<file path="src/rtl/ipp_pkg.sv">
// ----------------------------------------------------------------------------
// ipp_pkg
// Shared widths, register indexes, the sine table and the serial control type for the
// two-source interference colour generator.
// ----------------------------------------------------------------------------
package ipp_pkg;

    // coordinate width; the coordinate-based datapath widths below follow from it
    localparam int COORD_BITS = 12;
    localparam int CFG_W      = COORD_BITS + 1;     // screen width / height
    localparam int PHASE_W    = 5;
    localparam int CFG_IDX_W  = 1;

    // stream payloads
    localparam int IN_FIELDS_W = 2 * COORD_BITS + PHASE_W;
    localparam int IN_W        = ((IN_FIELDS_W + 7) / 8) * 8;
    localparam int COLOR_W     = 8;
    localparam int OUT_W       = 3 * COLOR_W;

    // register indexes
    localparam logic [CFG_IDX_W-1:0] REG_SCREEN_WIDTH  = 1'b0;
    localparam logic [CFG_IDX_W-1:0] REG_SCREEN_HEIGHT = 1'b1;

    // reset values
    localparam int WIDTH_RST_INT  = 1024;
    localparam int HEIGHT_RST_INT = 768;
    localparam logic [CFG_W-1:0] WIDTH_RST  = CFG_W'(WIDTH_RST_INT);
    localparam logic [CFG_W-1:0] HEIGHT_RST = CFG_W'(HEIGHT_RST_INT);
    localparam logic [CFG_W-1:0] S1X_RST    = CFG_W'(WIDTH_RST_INT * 3 / 10);
    localparam logic [CFG_W-1:0] S2X_RST    = CFG_W'(WIDTH_RST_INT * 7 / 10);

    // serial divide-by-ten for the source positions
    localparam int DVD_W     = CFG_W + 3;             // holds width * 7
    localparam int DIV_CNT_W = $clog2(DVD_W + 1);
    localparam int DREM_W    = 4;                     // remainder below ten
    localparam logic [DREM_W:0] DIV_TEN = 5'd10;

    // distance and square root
    localparam int DIFF_W = CFG_W + 1;                // signed x difference
    localparam int DY_W   = COORD_BITS + 1;           // signed y difference
    localparam int SQ_W   = 2 * CFG_W + 1;
    localparam int ROOT_W = CFG_W + 1;
    localparam int RAD_W  = 2 * ROOT_W;
    localparam int REM_W  = ROOT_W + 1;
    localparam int CNT_W  = $clog2(ROOT_W);

    // d / 12 = (d >> 2) / 3, the latter by reciprocal (exact below 2^16)
    localparam int DIV3_MUL_W = 16;
    localparam logic [DIV3_MUL_W-1:0] DIV3_MUL = 16'd43691;
    localparam int DIV3_SH = 17;
    localparam int PROD_W  = ROOT_W - 2 + DIV3_MUL_W;

    // sine table, amplitude 100
    localparam int WAVE_W = 8;
    localparam logic signed [WAVE_W-1:0] WAVE_TAB [32] = '{
           8'sd0,   8'sd20,   8'sd38,   8'sd56,   8'sd71,   8'sd83,   8'sd92,   8'sd98,
         8'sd100,   8'sd98,   8'sd92,   8'sd83,   8'sd71,   8'sd56,   8'sd38,   8'sd20,
           8'sd0,  -8'sd20,  -8'sd38,  -8'sd56,  -8'sd71,  -8'sd83,  -8'sd92,  -8'sd98,
        -8'sd100,  -8'sd98,  -8'sd92,  -8'sd83,  -8'sd71,  -8'sd56,  -8'sd38,  -8'sd20
    };

    // colour mapping
    localparam int MAG_W = 7;
    localparam logic [COLOR_W-1:0] BLUE_BASE = 8'd40;
    localparam logic [MAG_W-1:0]   RED_KNEE  = 7'd70;
    localparam logic [COLOR_W-1:0] RED_GAIN  = 8'd6;

    // control of a bit- or digit-serial unit
    typedef struct packed {
        logic load;
        logic step;
    } t_ser_ctl;

endpackage

</file>
<file path="src/rtl/ipp_div10.sv">
// ----------------------------------------------------------------------------
// ipp_div10
// Bit-serial restoring divide by ten: one quotient bit per step, MSB first.
// ----------------------------------------------------------------------------
module ipp_div10
    import ipp_pkg::*;
(
    input  logic             i_clk,
    input  t_ser_ctl         i_ctl,
    input  logic [DVD_W-1:0] i_dvd,
    output logic [DVD_W-1:0] o_quot
);

    logic [DVD_W-1:0]  r_dvd;
    logic [DREM_W-1:0] r_rem;
    logic [DVD_W-1:0]  r_quot;

    logic [DREM_W:0]   w_cur;
    logic              w_take;
    logic [DREM_W:0]   w_diff;

    assign w_cur  = {r_rem, r_dvd[DVD_W-1]};
    assign w_take = (w_cur >= DIV_TEN);
    assign w_diff = w_cur - DIV_TEN;

    always_ff @(posedge i_clk) begin
        if (i_ctl.load) begin
            r_dvd <= i_dvd;
            r_rem <= '0;
        end else if (i_ctl.step) begin
            r_dvd  <= {r_dvd[DVD_W-2:0], 1'b0};
            r_rem  <= w_take ? w_diff[DREM_W-1:0] : w_cur[DREM_W-1:0];
            r_quot <= {r_quot[DVD_W-2:0], w_take};
        end
    end

    assign o_quot = r_quot;

endmodule

</file>
<file path="src/rtl/ipp_root.sv">
// ----------------------------------------------------------------------------
// ipp_root
// Digit-serial floor square root: two radicand bits in, one root bit out
// per step.
// ----------------------------------------------------------------------------
module ipp_root
    import ipp_pkg::*;
(
    input  logic              i_clk,
    input  logic              i_rst_n,
    input  t_ser_ctl          i_ctl,
    input  logic [RAD_W-1:0]  i_rad,
    output logic [ROOT_W-1:0] o_root
);

    logic [RAD_W-1:0]  r_rad;
    logic [REM_W-1:0]  r_rem;
    logic [ROOT_W-1:0] r_root;

    logic [REM_W+1:0]  w_cur;
    logic [REM_W+1:0]  w_trial;
    logic [REM_W+1:0]  w_diff;
    logic              w_take;

    // partial remainder with the next radicand pair, against 4q+1
    assign w_cur   = {r_rem, r_rad[RAD_W-1 -: 2]};
    assign w_trial = {1'b0, r_root, 2'b01};
    assign w_take  = (w_cur >= w_trial);
    assign w_diff  = w_cur - w_trial;

    always_ff @(posedge i_clk) begin
        if (i_ctl.load) begin
            r_rad <= i_rad;
        end else if (i_ctl.step) begin
            r_rad <= {r_rad[RAD_W-3:0], 2'b00};
        end
    end

    always_ff @(posedge i_clk) begin
        if (!i_rst_n) begin
            r_rem  <= '0;
            r_root <= '0;
        end else if (i_ctl.load) begin
            r_rem  <= '0;
            r_root <= '0;
        end else if (i_ctl.step) begin
            r_rem  <= w_take ? w_diff[REM_W-1:0] : w_cur[REM_W-1:0];
            r_root <= {r_root[ROOT_W-2:0], w_take};
        end
    end

    assign o_root = r_root;

    // remainder never exceeds twice the partial root
    a_rem_bound: assert property (@(posedge i_clk) disable iff (!i_rst_n)
        r_rem <= {r_root, 1'b0})
        else $error("root remainder out of bound");

    a_load_clears: assert property (@(posedge i_clk) disable iff (!i_rst_n)
        i_ctl.load |=> (r_root == '0) && (r_rem == '0))
        else $error("root load did not clear");

    a_ctl_excl: assert property (@(posedge i_clk) disable iff (!i_rst_n)
        !(i_ctl.load && i_ctl.step))
        else $error("root load and step together");

endmodule

</file>
<file path="src/rtl/interference_pattern_pixel.sv">
// ----------------------------------------------------------------------------
// interference_pattern_pixel
// Two-source radial interference colour: pixel and frame phase in,
// 24-bit RGB out.
// ----------------------------------------------------------------------------
// One item is a pixel coordinate and a frame phase; it gives one colour item.
// An item runs through the source offsets, the squares, the square roots
// (two radicand bits a cycle, both sources side by side), the ring index and
// sine look-up and the colour, then goes back to idle, where the next item is
// taken; no new item is taken before then. Most of an item's time goes to the
// 14-step root loop. A finished colour waits in an output register, so the
// next item is taken while it is still unclaimed. A write to screen_width
// recomputes both source positions with a bit-serial divide by ten; input is
// held off until both new positions are stored. screen_height is used
// directly.
// ----------------------------------------------------------------------------
module interference_pattern_pixel
    import ipp_pkg::*;
(
    input  logic                 i_clk,
    input  logic                 i_rst_n,
    // input items
    input  logic                 i_s_axis_tvalid,
    output logic                 o_s_axis_tready,
    input  logic [IN_W-1:0]      i_s_axis_tdata,   // pixel_x, pixel_y, frame_phase, zero pad
    // result items
    output logic                 o_m_axis_tvalid,
    input  logic                 i_m_axis_tready,
    output logic [OUT_W-1:0]     o_m_axis_tdata,   // color (blue 7..0, green 15..8, red 23..16)
    // configuration
    input  logic                 i_cfg_we,
    input  logic [CFG_IDX_W-1:0] i_cfg_addr,
    input  logic [CFG_W-1:0]     i_cfg_data
);

    typedef enum logic [5:0] {
        S_IDLE  = 6'b000001,
        S_DIFF  = 6'b000010,
        S_SQ    = 6'b000100,
        S_ROOT  = 6'b001000,
        S_WAVE  = 6'b010000,
        S_SHADE = 6'b100000
    } t_state;

    t_state r_state, n_state;

    // configuration and derived source positions
    logic [CFG_W-1:0]     r_height;
    logic [CFG_W-1:0]     r_s1x, r_s2x;
    logic [DIV_CNT_W-1:0] r_div_cnt;
    logic                 r_div_fin;
    t_ser_ctl             w_div_ctl;
    logic [DVD_W-1:0]     w_dvd3, w_dvd7, w_quot1, w_quot2;

    // item payload
    logic [COORD_BITS-1:0] r_px, r_py;
    logic [PHASE_W-1:0]    r_phase;
    logic [CFG_W-1:0]      r_dx1, r_dx2;
    logic [COORD_BITS-1:0] r_dy;
    logic [CNT_W-1:0]      r_cnt;
    logic signed [WAVE_W-1:0] r_wave_a, r_wave_b;
    logic                  r_out_valid;
    logic [OUT_W-1:0]      r_color;

    logic w_s_ready, w_in_acc, w_out_free;

    // ---- handshake ----
    assign w_s_ready  = (r_state == S_IDLE) && (r_div_cnt == '0) && !r_div_fin;
    assign w_in_acc   = i_s_axis_tvalid && w_s_ready;
    assign w_out_free = !r_out_valid || i_m_axis_tready;

    assign o_s_axis_tready = w_s_ready;
    assign o_m_axis_tvalid = r_out_valid;
    assign o_m_axis_tdata  = r_color;

    // ---- sequencer ----
    always_comb begin
        n_state = r_state;
        unique case (r_state)
            S_IDLE:  if (w_in_acc) n_state = S_DIFF;
            S_DIFF:  n_state = S_SQ;
            S_SQ:    n_state = S_ROOT;
            S_ROOT:  if (r_cnt == '0) n_state = S_WAVE;
            S_WAVE:  n_state = S_SHADE;
            S_SHADE: if (w_out_free) n_state = S_IDLE;
            default: n_state = S_IDLE;
        endcase
    end

    // ---- source positions: x = width*3/10 and width*7/10, serially ----
    assign w_div_ctl.load = i_cfg_we && (i_cfg_addr == REG_SCREEN_WIDTH);
    assign w_div_ctl.step = (r_div_cnt != '0);
    assign w_dvd3 = DVD_W'(i_cfg_data) * DVD_W'(3);
    assign w_dvd7 = DVD_W'(i_cfg_data) * DVD_W'(7);

    ipp_div10 u_div_s1 (
        .i_clk  (i_clk),
        .i_ctl  (w_div_ctl),
        .i_dvd  (w_dvd3),
        .o_quot (w_quot1)
    );

    ipp_div10 u_div_s2 (
        .i_clk  (i_clk),
        .i_ctl  (w_div_ctl),
        .i_dvd  (w_dvd7),
        .o_quot (w_quot2)
    );

    // ---- control registers ----
    always_ff @(posedge i_clk) begin
        if (!i_rst_n) begin
            r_state     <= S_IDLE;
            r_height    <= HEIGHT_RST;
            r_s1x       <= S1X_RST;
            r_s2x       <= S2X_RST;
            r_div_cnt   <= '0;
            r_div_fin   <= 1'b0;
            r_out_valid <= 1'b0;
        end else begin
            r_state <= n_state;

            // a width write only feeds the dividers
            if (i_cfg_we && (i_cfg_addr == REG_SCREEN_HEIGHT)) begin
                r_height <= i_cfg_data;
            end

            if (w_div_ctl.load) begin
                r_div_cnt <= DIV_CNT_W'(DVD_W);
            end else if (r_div_cnt != '0) begin
                r_div_cnt <= r_div_cnt - DIV_CNT_W'(1);
            end
            r_div_fin <= (r_div_cnt == DIV_CNT_W'(1)) && !w_div_ctl.load;
            if (r_div_fin) begin
                r_s1x <= w_quot1[CFG_W-1:0];
                r_s2x <= w_quot2[CFG_W-1:0];
            end

            if ((r_state == S_SHADE) && w_out_free) begin
                r_out_valid <= 1'b1;
            end else if (i_m_axis_tready) begin
                r_out_valid <= 1'b0;
            end
        end
    end

    // ---- offsets from the sources ----
    logic [COORD_BITS-1:0] w_sy;
    logic [DIFF_W-1:0]     w_d1, w_d2;
    logic [DY_W-1:0]       w_dyv;

    assign w_sy  = r_height[CFG_W-1:1];
    assign w_d1  = DIFF_W'(r_px) - DIFF_W'(r_s1x);
    assign w_d2  = DIFF_W'(r_px) - DIFF_W'(r_s2x);
    assign w_dyv = DY_W'(r_py) - DY_W'(w_sy);

    // ---- squared distances into the root units ----
    logic [2*CFG_W-1:0]      w_dx1_sq, w_dx2_sq;
    logic [2*COORD_BITS-1:0] w_dy_sq;
    logic [SQ_W-1:0]         w_sq1, w_sq2;
    t_ser_ctl                w_root_ctl;
    logic [ROOT_W-1:0]       w_root1, w_root2;

    assign w_dx1_sq = (2*CFG_W)'(r_dx1) * (2*CFG_W)'(r_dx1);
    assign w_dx2_sq = (2*CFG_W)'(r_dx2) * (2*CFG_W)'(r_dx2);
    assign w_dy_sq  = (2*COORD_BITS)'(r_dy) * (2*COORD_BITS)'(r_dy);
    assign w_sq1    = SQ_W'(w_dx1_sq) + SQ_W'(w_dy_sq);
    assign w_sq2    = SQ_W'(w_dx2_sq) + SQ_W'(w_dy_sq);

    assign w_root_ctl.load = (r_state == S_SQ);
    assign w_root_ctl.step = (r_state == S_ROOT);

    ipp_root u_root1 (
        .i_clk   (i_clk),
        .i_rst_n (i_rst_n),
        .i_ctl   (w_root_ctl),
        .i_rad   (RAD_W'(w_sq1)),
        .o_root  (w_root1)
    );

    ipp_root u_root2 (
        .i_clk   (i_clk),
        .i_rst_n (i_rst_n),
        .i_ctl   (w_root_ctl),
        .i_rad   (RAD_W'(w_sq2)),
        .o_root  (w_root2)
    );

    // ---- ring index: (d/12 - phase) mod 32 ----
    logic [PROD_W-1:0]  w_prod1, w_prod2;
    logic [PHASE_W-1:0] w_idx1, w_idx2;

    assign w_prod1 = PROD_W'(w_root1[ROOT_W-1:2]) * PROD_W'(DIV3_MUL);
    assign w_prod2 = PROD_W'(w_root2[ROOT_W-1:2]) * PROD_W'(DIV3_MUL);
    assign w_idx1  = w_prod1[DIV3_SH +: PHASE_W] - r_phase;
    assign w_idx2  = w_prod2[DIV3_SH +: PHASE_W] - r_phase;

    // ---- colour: average toward zero, magnitude, ramps ----
    logic [WAVE_W:0]      w_sum, w_half, w_avg, w_abs;
    logic [MAG_W-1:0]     w_m, w_mr;
    logic [COLOR_W-1:0]   w_m2, w_red, w_green, w_blue;

    assign w_sum   = {r_wave_a[WAVE_W-1], r_wave_a} + {r_wave_b[WAVE_W-1], r_wave_b};
    assign w_half  = w_sum + {{WAVE_W{1'b0}}, w_sum[WAVE_W]};   // bias negatives
    assign w_avg   = {w_half[WAVE_W], w_half[WAVE_W:1]};
    assign w_abs   = w_avg[WAVE_W] ? (~w_avg + (WAVE_W+1)'(1)) : w_avg;
    assign w_m     = w_abs[MAG_W-1:0];
    assign w_m2    = {w_m, 1'b0};
    assign w_mr    = w_m - RED_KNEE;
    assign w_blue  = w_m2 + BLUE_BASE;
    assign w_green = w_m2;
    assign w_red   = (w_m > RED_KNEE) ? (COLOR_W'(w_mr) * RED_GAIN) : '0;

    // ---- payload registers ----
    always_ff @(posedge i_clk) begin
        if (w_in_acc) begin
            r_px    <= i_s_axis_tdata[COORD_BITS-1:0];
            r_py    <= i_s_axis_tdata[2*COORD_BITS-1:COORD_BITS];
            r_phase <= i_s_axis_tdata[2*COORD_BITS +: PHASE_W];
        end
        if (r_state == S_DIFF) begin
            r_dx1 <= w_d1[DIFF_W-1] ? CFG_W'(-w_d1) : w_d1[CFG_W-1:0];
            r_dx2 <= w_d2[DIFF_W-1] ? CFG_W'(-w_d2) : w_d2[CFG_W-1:0];
            r_dy  <= w_dyv[DY_W-1] ? COORD_BITS'(-w_dyv) : w_dyv[COORD_BITS-1:0];
        end
        if (r_state == S_SQ) begin
            r_cnt <= CNT_W'(ROOT_W - 1);
        end else if ((r_state == S_ROOT) && (r_cnt != '0)) begin
            r_cnt <= r_cnt - CNT_W'(1);
        end
        if (r_state == S_WAVE) begin
            r_wave_a <= WAVE_TAB[w_idx1];
            r_wave_b <= WAVE_TAB[w_idx2];
        end
        if ((r_state == S_SHADE) && w_out_free) begin
            r_color <= {w_red, w_green, w_blue};
        end
    end

    // ---- checks ----
    a_div_blocks: assert property (@(posedge i_clk) disable iff (!i_rst_n)
        ((r_div_cnt != '0) || r_div_fin) |-> !o_s_axis_tready)
        else $error("item taken during source recompute");

    a_accept_start: assert property (@(posedge i_clk) disable iff (!i_rst_n)
        w_in_acc |=> (r_state == S_DIFF))
        else $error("accepted item not started");

    a_root_len: assert property (@(posedge i_clk) disable iff (!i_rst_n)
        ((r_state == S_ROOT) && (r_cnt == '0)) |=> (r_state == S_WAVE))
        else $error("root loop overran");

    a_out_src: assert property (@(posedge i_clk) disable iff (!i_rst_n)
        (r_out_valid && !$past(r_out_valid)) |-> $past(r_state == S_SHADE))
        else $error("result raised outside colour stage");

endmodule
</file>
<file path="config.mk">
export PLATFORM = sky130hd
export DESIGN_NAME = interference_pattern_pixel
export DESIGN_NICKNAME = d
export VERILOG_FILES = /design/src/rtl/ipp_pkg.sv /design/src/rtl/ipp_div10.sv /design/src/rtl/ipp_root.sv /design/src/rtl/interference_pattern_pixel.sv
export SDC_FILE = /design/constraint.sdc
export NUM_CORES = 2
export LEC_CHECK = 0
export BUFFER_PORTS_ARGS = -buffer_cell sky130_fd_sc_hd__buf_2
export CAP_MARGIN = 20
export CORE_MARGIN = 2
export CORE_UTILIZATION = 44
export CTS_BUF_LIST = sky130_fd_sc_hd__clkbuf_4
export CTS_CLUSTER_DIAMETER = 150
export DETAILED_ROUTE_END_ITERATION = 10
export PLACE_DENSITY = 0.7
export REMOVE_ABC_BUFFERS = 1
export SLEW_MARGIN = 20
export SYNTH_ARGS = -nofsm -noshare
export SYNTH_HDL_FRONTEND = slang
export SYNTH_SLANG_ARGS = --single-unit
export TNS_END_PERCENT = 10
</file>
<file path="constraint.sdc">
create_clock -name i_clk -period 19.35 [get_ports i_clk]
set_input_delay 0.9675 -clock i_clk [delete_from_list [all_inputs] [get_ports i_clk]]
set_output_delay 0.9675 -clock i_clk [all_outputs]
set_load 0.05 [all_outputs]
</file>
# Yosys cells after proc, flatten, opt, wreduce, memory -nomap -nowiden
# Memory sizes are Yosys's and may differ from the RTL's. A register that Yosys moved wholly into a read port is not among the register bits.
# Index checks and enable logic that the tools add are counted.
# W data, S select, Z words.
# word_totals
input_bits	51
out_inout_bits	26
memories	2
elab_cells	131
register_bits	326
romBits	512
# mem_list
name	depth	word_bits	read_ports	rd_clocked_by_memory_dff	write_ports	line	source
(name not given)	32	8	1	1	0	interference_pattern_pixel.sv:233	r_wave_b <= WAVE_TAB[w_idx2];
(name not given)	32	8	1	1	0	interference_pattern_pixel.sv:232	r_wave_a <= WAVE_TAB[w_idx1];
# classes
mux	24
magnitude_cmp	5
n_reduce_logical	23
bitwise_logic	6
addsub	21
n_eq_ne	10
n_mul	8
# ops
operator	count
$mux W27	4
$mux W15	4
$add A26 B24 Y27	2
$mul A13 B13 Y26	2
$mul A12 B16 Y22 const B	2
$pmux W6 S6	1
$ge A17 B16 Y1	2
$mux W16	2
$sub A15 B15 Y15	2
$sub A12 B13 Y14	2
$mux W13	2
$neg A13 Y13	2
$mul A12 B12 Y24	1
$mux W6	3
$mul A13 B3 Y16 const B	1
$mul A13 B2 Y15 const B	1
$sub A12 B12 Y13	1
$mux W12	1
$neg A12 Y12	1
$not A5 Y6	2
$ge A5 B4 Y1 const B	2
$mux W5	2
$sub A5 B5 Y5	2
$add A8 B8 Y9	1
other kinds (33)	52

# Depth between registers and ports, before layout
# depth
word_depth	7
mapped_depth	34
depth_no_buf	33

# Modules after synthesis
# Synthesis repeated with hierarchy kept, for this count alone.
# unflattened
hier_cells	3805
area_unflattened_um2	38007.7
# modules_own_cells
mod	seq_area_each_um2	n_inst	area_per_inst_um2	cells_per_inst
interference_pattern_pixel	4164.0	1	28853.9	3033
ipp_root	1421.4	2	3160.5	308
ipp_div10	1041.0	2	1416.4	78

# Least setup slack after synthesis
# OpenSTA, ideal clock, no wires.
# synth_timing
path_type	flip-flop to flip-flop
startpoint	reg r_dy[3]
endpoint	reg u_root1.r_rad[26] (data pin)
setup_ps	263
required_time_ps	19087
n_path_buf	1
period_less_slack_ps	7504
arrival_time_ps	7241
path_stages_with_launch	30
path_slack_ps	11846
path_cell_list	edfxtp_1 clkbuf_1 nand2_1 inv_1 fa_1 fa_1 inv_1 fa_1 inv_1 fa_1 inv_1 fa_1 inv_1 ha_1 nor2b_1 o21a_1 o31a_1 o41ai_2 o21bai_1 a21oi_1 xnor2_1 fa_1 ha_1 nand3_1 a2111oi_0 o221ai_1 o21ai_0 a31oi_1 xnor2_1 o21ai_1
# synth_between
elab_chain_cells	3
# synth_rtl
item	line	source
start: declaration	interference_pattern_pixel.sv:59	logic [COORD_BITS-1:0] r_dy;
start signal: assignment	interference_pattern_pixel.sv:224	r_dy <= w_dyv[DY_W-1] ? COORD_BITS'(-w_dyv) : w_dyv[COORD_BITS-1:0];
$mul A12 B12 Y24	interference_pattern_pixel.sv:166	assign w_dy_sq = (2*COORD_BITS)'(r_dy) * (2*COORD_BITS)'(r_dy);
$add A26 B24 Y27	interference_pattern_pixel.sv:167	assign w_sq1 = SQ_W'(w_dx1_sq) + SQ_W'(w_dy_sq);
$mux W27	ipp_root.sv:32	if (i_ctl.load) begin
end signal: assignment	ipp_root.sv:33	r_rad <= i_rad;
end signal: assignment	ipp_root.sv:35	r_rad <= {r_rad[RAD_W-3:0], 2'b00};
end: declaration	ipp_root.sv:16	logic [RAD_W-1:0] r_rad;
# Every way passes these cells.
# A chain may end at the register's enable or synchronous reset.

# Final worst setup path
# Ends and elaborated chain as after synthesis.

==> impl_results.rst <==
.. list-table::
   :header-rows: 1

   * - Metric
     - Value
   * - Status
     - completed
   * - Buffer and inverter count on the worst path
     - 6
   * - CP peak stage delay
     - 0.72 ns
   * - Root Buffer
     - clkbuf_4
   * - Vias
     - 25,500
   * - Top-level I/O count
     - 77
   * - DRC viols
     - 0
   * - Slew Viols, Final
     - 0
   * - Kind of critical path
     - flip-flop to flip-flop
   * - Proportion of register bits with asynchronous set or reset after synthesis
     - 0
   * - Worst hold-check path type
     - input port to flip-flop
   * - Synthesis warning total
     - 0
   * - Number of antenna-violating nets in the routed design
     - 0
   * - Core footprint
     - 83,600 um2
   * - Vias in the first global route
     - 26,600
   * - Number of instances in the synthesized netlist
     - 3,840
   * - Data arrival time at the worst-slack endpoint
     - 9.46 ns
   * - Hold Violations, Final
     - 0
   * - Post-layout minimum cycle time
     - 8.87 ns
   * - All-layer global routing usage
     - 0.172
   * - Number of placement rows
     - 106
   * - Via density per instance
     - 5.01
   * - Post-detailed-routing wire length
     - 70,200 um
   * - Max-Slew Margin vs Limit
     - 0.295
   * - Pin count of the biggest net entering global routing
     - 92
   * - First-pass GRT wire length
     - 124,000 um
   * - Clock latency of the later-clocked register in the worst-skew pair
     - 0.94 ns
   * - Proportion of synthesized chip area in sequential cells
     - 0.238
   * - Max frequency
     - 0.113 GHz
   * - Number of iterations in the first detailed-routing pass
     - 5
   * - Post-layout nets
     - 4,849
   * - Setup repair bufs after CTS
     - 0
   * - Number of hold buffers added after CTS
     - 0
   * - Final setup violation count
     - 0
   * - Count of port buffers added during placement
     - 70
   * - Data required time at the worst endpoint
     - 19.94 ns
   * - Worst setup skew after layout
     - 0.0836 ns
   * - Initial core utilization
     - 0.444
   * - Wire length per cell
     - 13.8 um
   * - TritonCTS clock tree
     - yes
   * - Main synth FF type
     - edfxtp_1
   * - Largest cells by area after synthesis
     - fa_1 (23%), edfxtp_1 (17%), ha_1 (15%)
   * - Top cell family by delay on the critical path
     - adder cells
   * - Grt ovf
     - 0
   * - Number of antenna violations at the first check in global routing
     - 5
   * - Highest-delay cell along the critical path
     - a2111oi_0
   * - Violation count after the first detailed-routing iteration
     - 1,041
   * - Fillers
     - 7,852
   * - Maximum level of the CTS H-tree
     - 3
   * - Avg Synthesized Cell Area
     - 9.66 um2
   * - Final Core Density
     - 0.477
   * - Area share of the largest cell type after synthesis
     - 0.227
   * - Count of flip-flops with a built-in enable after synthesis
     - 211
   * - Top cells by count, synth
     - inv_1 (689), ha_1 (458), fa_1 (420), nand2_1 (371), edfxtp_1 (211)
   * - Placement-stage cell area
     - 38,500 um2
   * - Sum of negative setup slack
     - 0 ns
   * - Share of post-route cells with drive strength above 1
     - 0.0757
   * - Netlist area before placement
     - 37,100 um2
   * - Max-cap violation count
     - 0
   * - Element type at the critical path end
     - flip-flop
   * - Synthesis-stage register bit count
     - 335
   * - Worst setup SP type
     - flip-flop
   * - Cell taking the most area after synthesis
     - fa_1
   * - Total clock buffers created by CTS
     - 96
   * - Die area
     - 86,600 um2
   * - Final Cell Area
     - 39,900 um2
   * - Die Height
     - 294 um
   * - Clock Sink Count
     - 335
   * - Cell with the most instances after synthesis
     - inv_1
   * - Area of all sequential standard cells
     - 8820 um2
   * - Setup repair after global routing missed its margin
     - no
   * - Gates resized, CTS repair
     - 0
   * - Tcrit/Tclk final
     - 0.458
   * - Width of the chip
     - 294 um
   * - Distinct cell type count of the synthesized netlist
     - 97
   * - Synth-to-Final Area Change
     - 7.46%
   * - Longest Clk Path Bufs
     - 3
   * - Tightest Pin Transition
     - 1.06 ns
   * - Worst-path fanout max
     - 12
   * - Clock transition time at the flip-flop clock pins of the worst setup and hold paths
     - 0.07 ns
   * - Routability Congestion
     - 0.839
   * - Estimated wirelength of the detail-placed design
     - 55,800 um
   * - Area used by multi-input combinational logic
     - 25,300 um2
==> worst reg2reg max path, delay by kind of cell, from the launching register on <==
family	cells	cell delay, ns
xor gates and xnor gates	2	0.62
buffers and inverters	6	0.40
AOI/OAI and AO/OA	9	2.67
and+or+nand+nor	5	0.73
DFF	1	0.66
adders and majority gates	8	3.53
==> stage by stage <==
stage | cells | worst slack (ns) | hold WS [ns]
after floorplan | 3735 | 11.84 | 0.426
after global placement | 4902 | 10.60 | 0.428
after detailed placement | 4902 | 10.46 | 0.437
after CTS | 5081 | 10.41 | 0.101
after global routing | 5085 | 9.85 | 0.105
final | 5086 | 10.48 | 0.200
==> routing by layer <==
layer / track usage / routed length, um / vias to the layer above
met5: 0 / 13 / -
met4: 0.0475 / 1320 / 2
met3: 0.0256 / 2680 / 92
met2: 0.292 / 32900 / 358
met1: 0.229 / 33300 / 12200
li1: - / - / 12800
==> path summary, 6_finish.rpt <==
kind	end	cells after the start	slack, ns	startpoint
hold / removal	r_py[9]	1	0.20	i_s_axis_tdata[21]
hold reg to reg	u_div_s1.o_quot[12]	0	0.44	u_div_s1.o_quot[11]
setup / recovery	u_root1.r_rad[26]	30	10.48	r_dy[3]
setup reg to reg	u_root1.r_rad[26]	30	10.48	r_dy[3]
==> final cells by class <==
| cell class | count | share of cell area |
|---|---|---|
| Antenna cell | 5 | 0.000314 |
| Clock buffer | 150 | 0.0282 |
| Clock inverter | 29 | 0.00468 |
| Inverter | 690 | 0.0650 |
| Multi-Input combinational cell | 2710 | 0.635 |
| Sequential cell | 335 | 0.221 |
| Tap cell | 1080 | 0.0339 |
| Timing Repair Buffer | 87 | 0.0120 |
==> kinds of logic after synthesis <==
| group | Yosys count | synth area share |
|---|---|---|
| other | 1 | 0.000101 |
| and+or+nand+nor | 903 | 0.118 |
| muxes | 54 | 0.0148 |
| adders and majority gates | 878 | 0.381 |
| xor gates and xnor gates | 236 | 0.0575 |
| AOI/OAI and AO/OA | 635 | 0.109 |
| buffers and inverters | 798 | 0.0816 |
| DFF | 335 | 0.238 |
==> cell usage in the layout (no fill, tap or decap), types with 6 or more instances in the layout <==
| cell type | Yosys | final |
|---|---|---|
| xnor2_1 | 159 | 158 |
| o21ai_0 | 162 | 162 |
| a211oi_1 | 13 | 13 |
| buf_2 | 2 | 70 |
| o21bai_1 | 22 | 22 |
| xor2_1 | 71 | 71 |
| nor2b_1 | 47 | 46 |
| edfxtp_1 | 211 | 211 |
| o21a_1 | 18 | 18 |
| or4_1 | 9 | 9 |
| nand4_1 | 11 | 11 |
| mux2_2 | 8 | 8 |
| inv_1 | 689 | 689 |
| a21oi_1 | 188 | 188 |
| fa_1 | 420 | 420 |
| and2_1 | 160 | 159 |
| nor3b_2 | 2 | 6 |
| clkinv_1 | 0 | 20 |
| or3_1 | 18 | 18 |
| a21o_1 | 61 | 61 |
| o21ai_1 | 15 | 15 |
| o31ai_1 | 18 | 18 |
| a21boi_0 | 24 | 24 |
| nor3_1 | 44 | 44 |
| nand2b_1 | 16 | 15 |
| ha_1 | 458 | 458 |
| nand2_1 | 371 | 369 |
| a31oi_1 | 10 | 10 |
| buf_4 | 6 | 17 |
| o41ai_1 | 8 | 8 |
| and3_1 | 16 | 16 |
| clkbuf_4 | 0 | 150 |
| or2_2 | 6 | 6 |
| dfxtp_1 | 124 | 124 |
| nor2_1 | 142 | 141 |
| mux2i_1 | 46 | 46 |
| nand3_1 | 28 | 28 |
| o211ai_1 | 24 | 24 |
==> flip-flops by register name, summed over array words and instances, names as in the netlist, 14 cells and up <==
register and cells:
u_root1.r_rad 28, u_root2.r_rad 28, o_m_axis_tdata 19, u_div_s1.r_dvd 15
u_div_s2.r_dvd 15, u_root1.r_rem 15, u_root2.r_rem 15, u_root1.o_root 14
u_root2.o_root 14
Power is not shown: default switching activity piles up to over one toggle a cycle in this logic, so the estimate is an artifact.
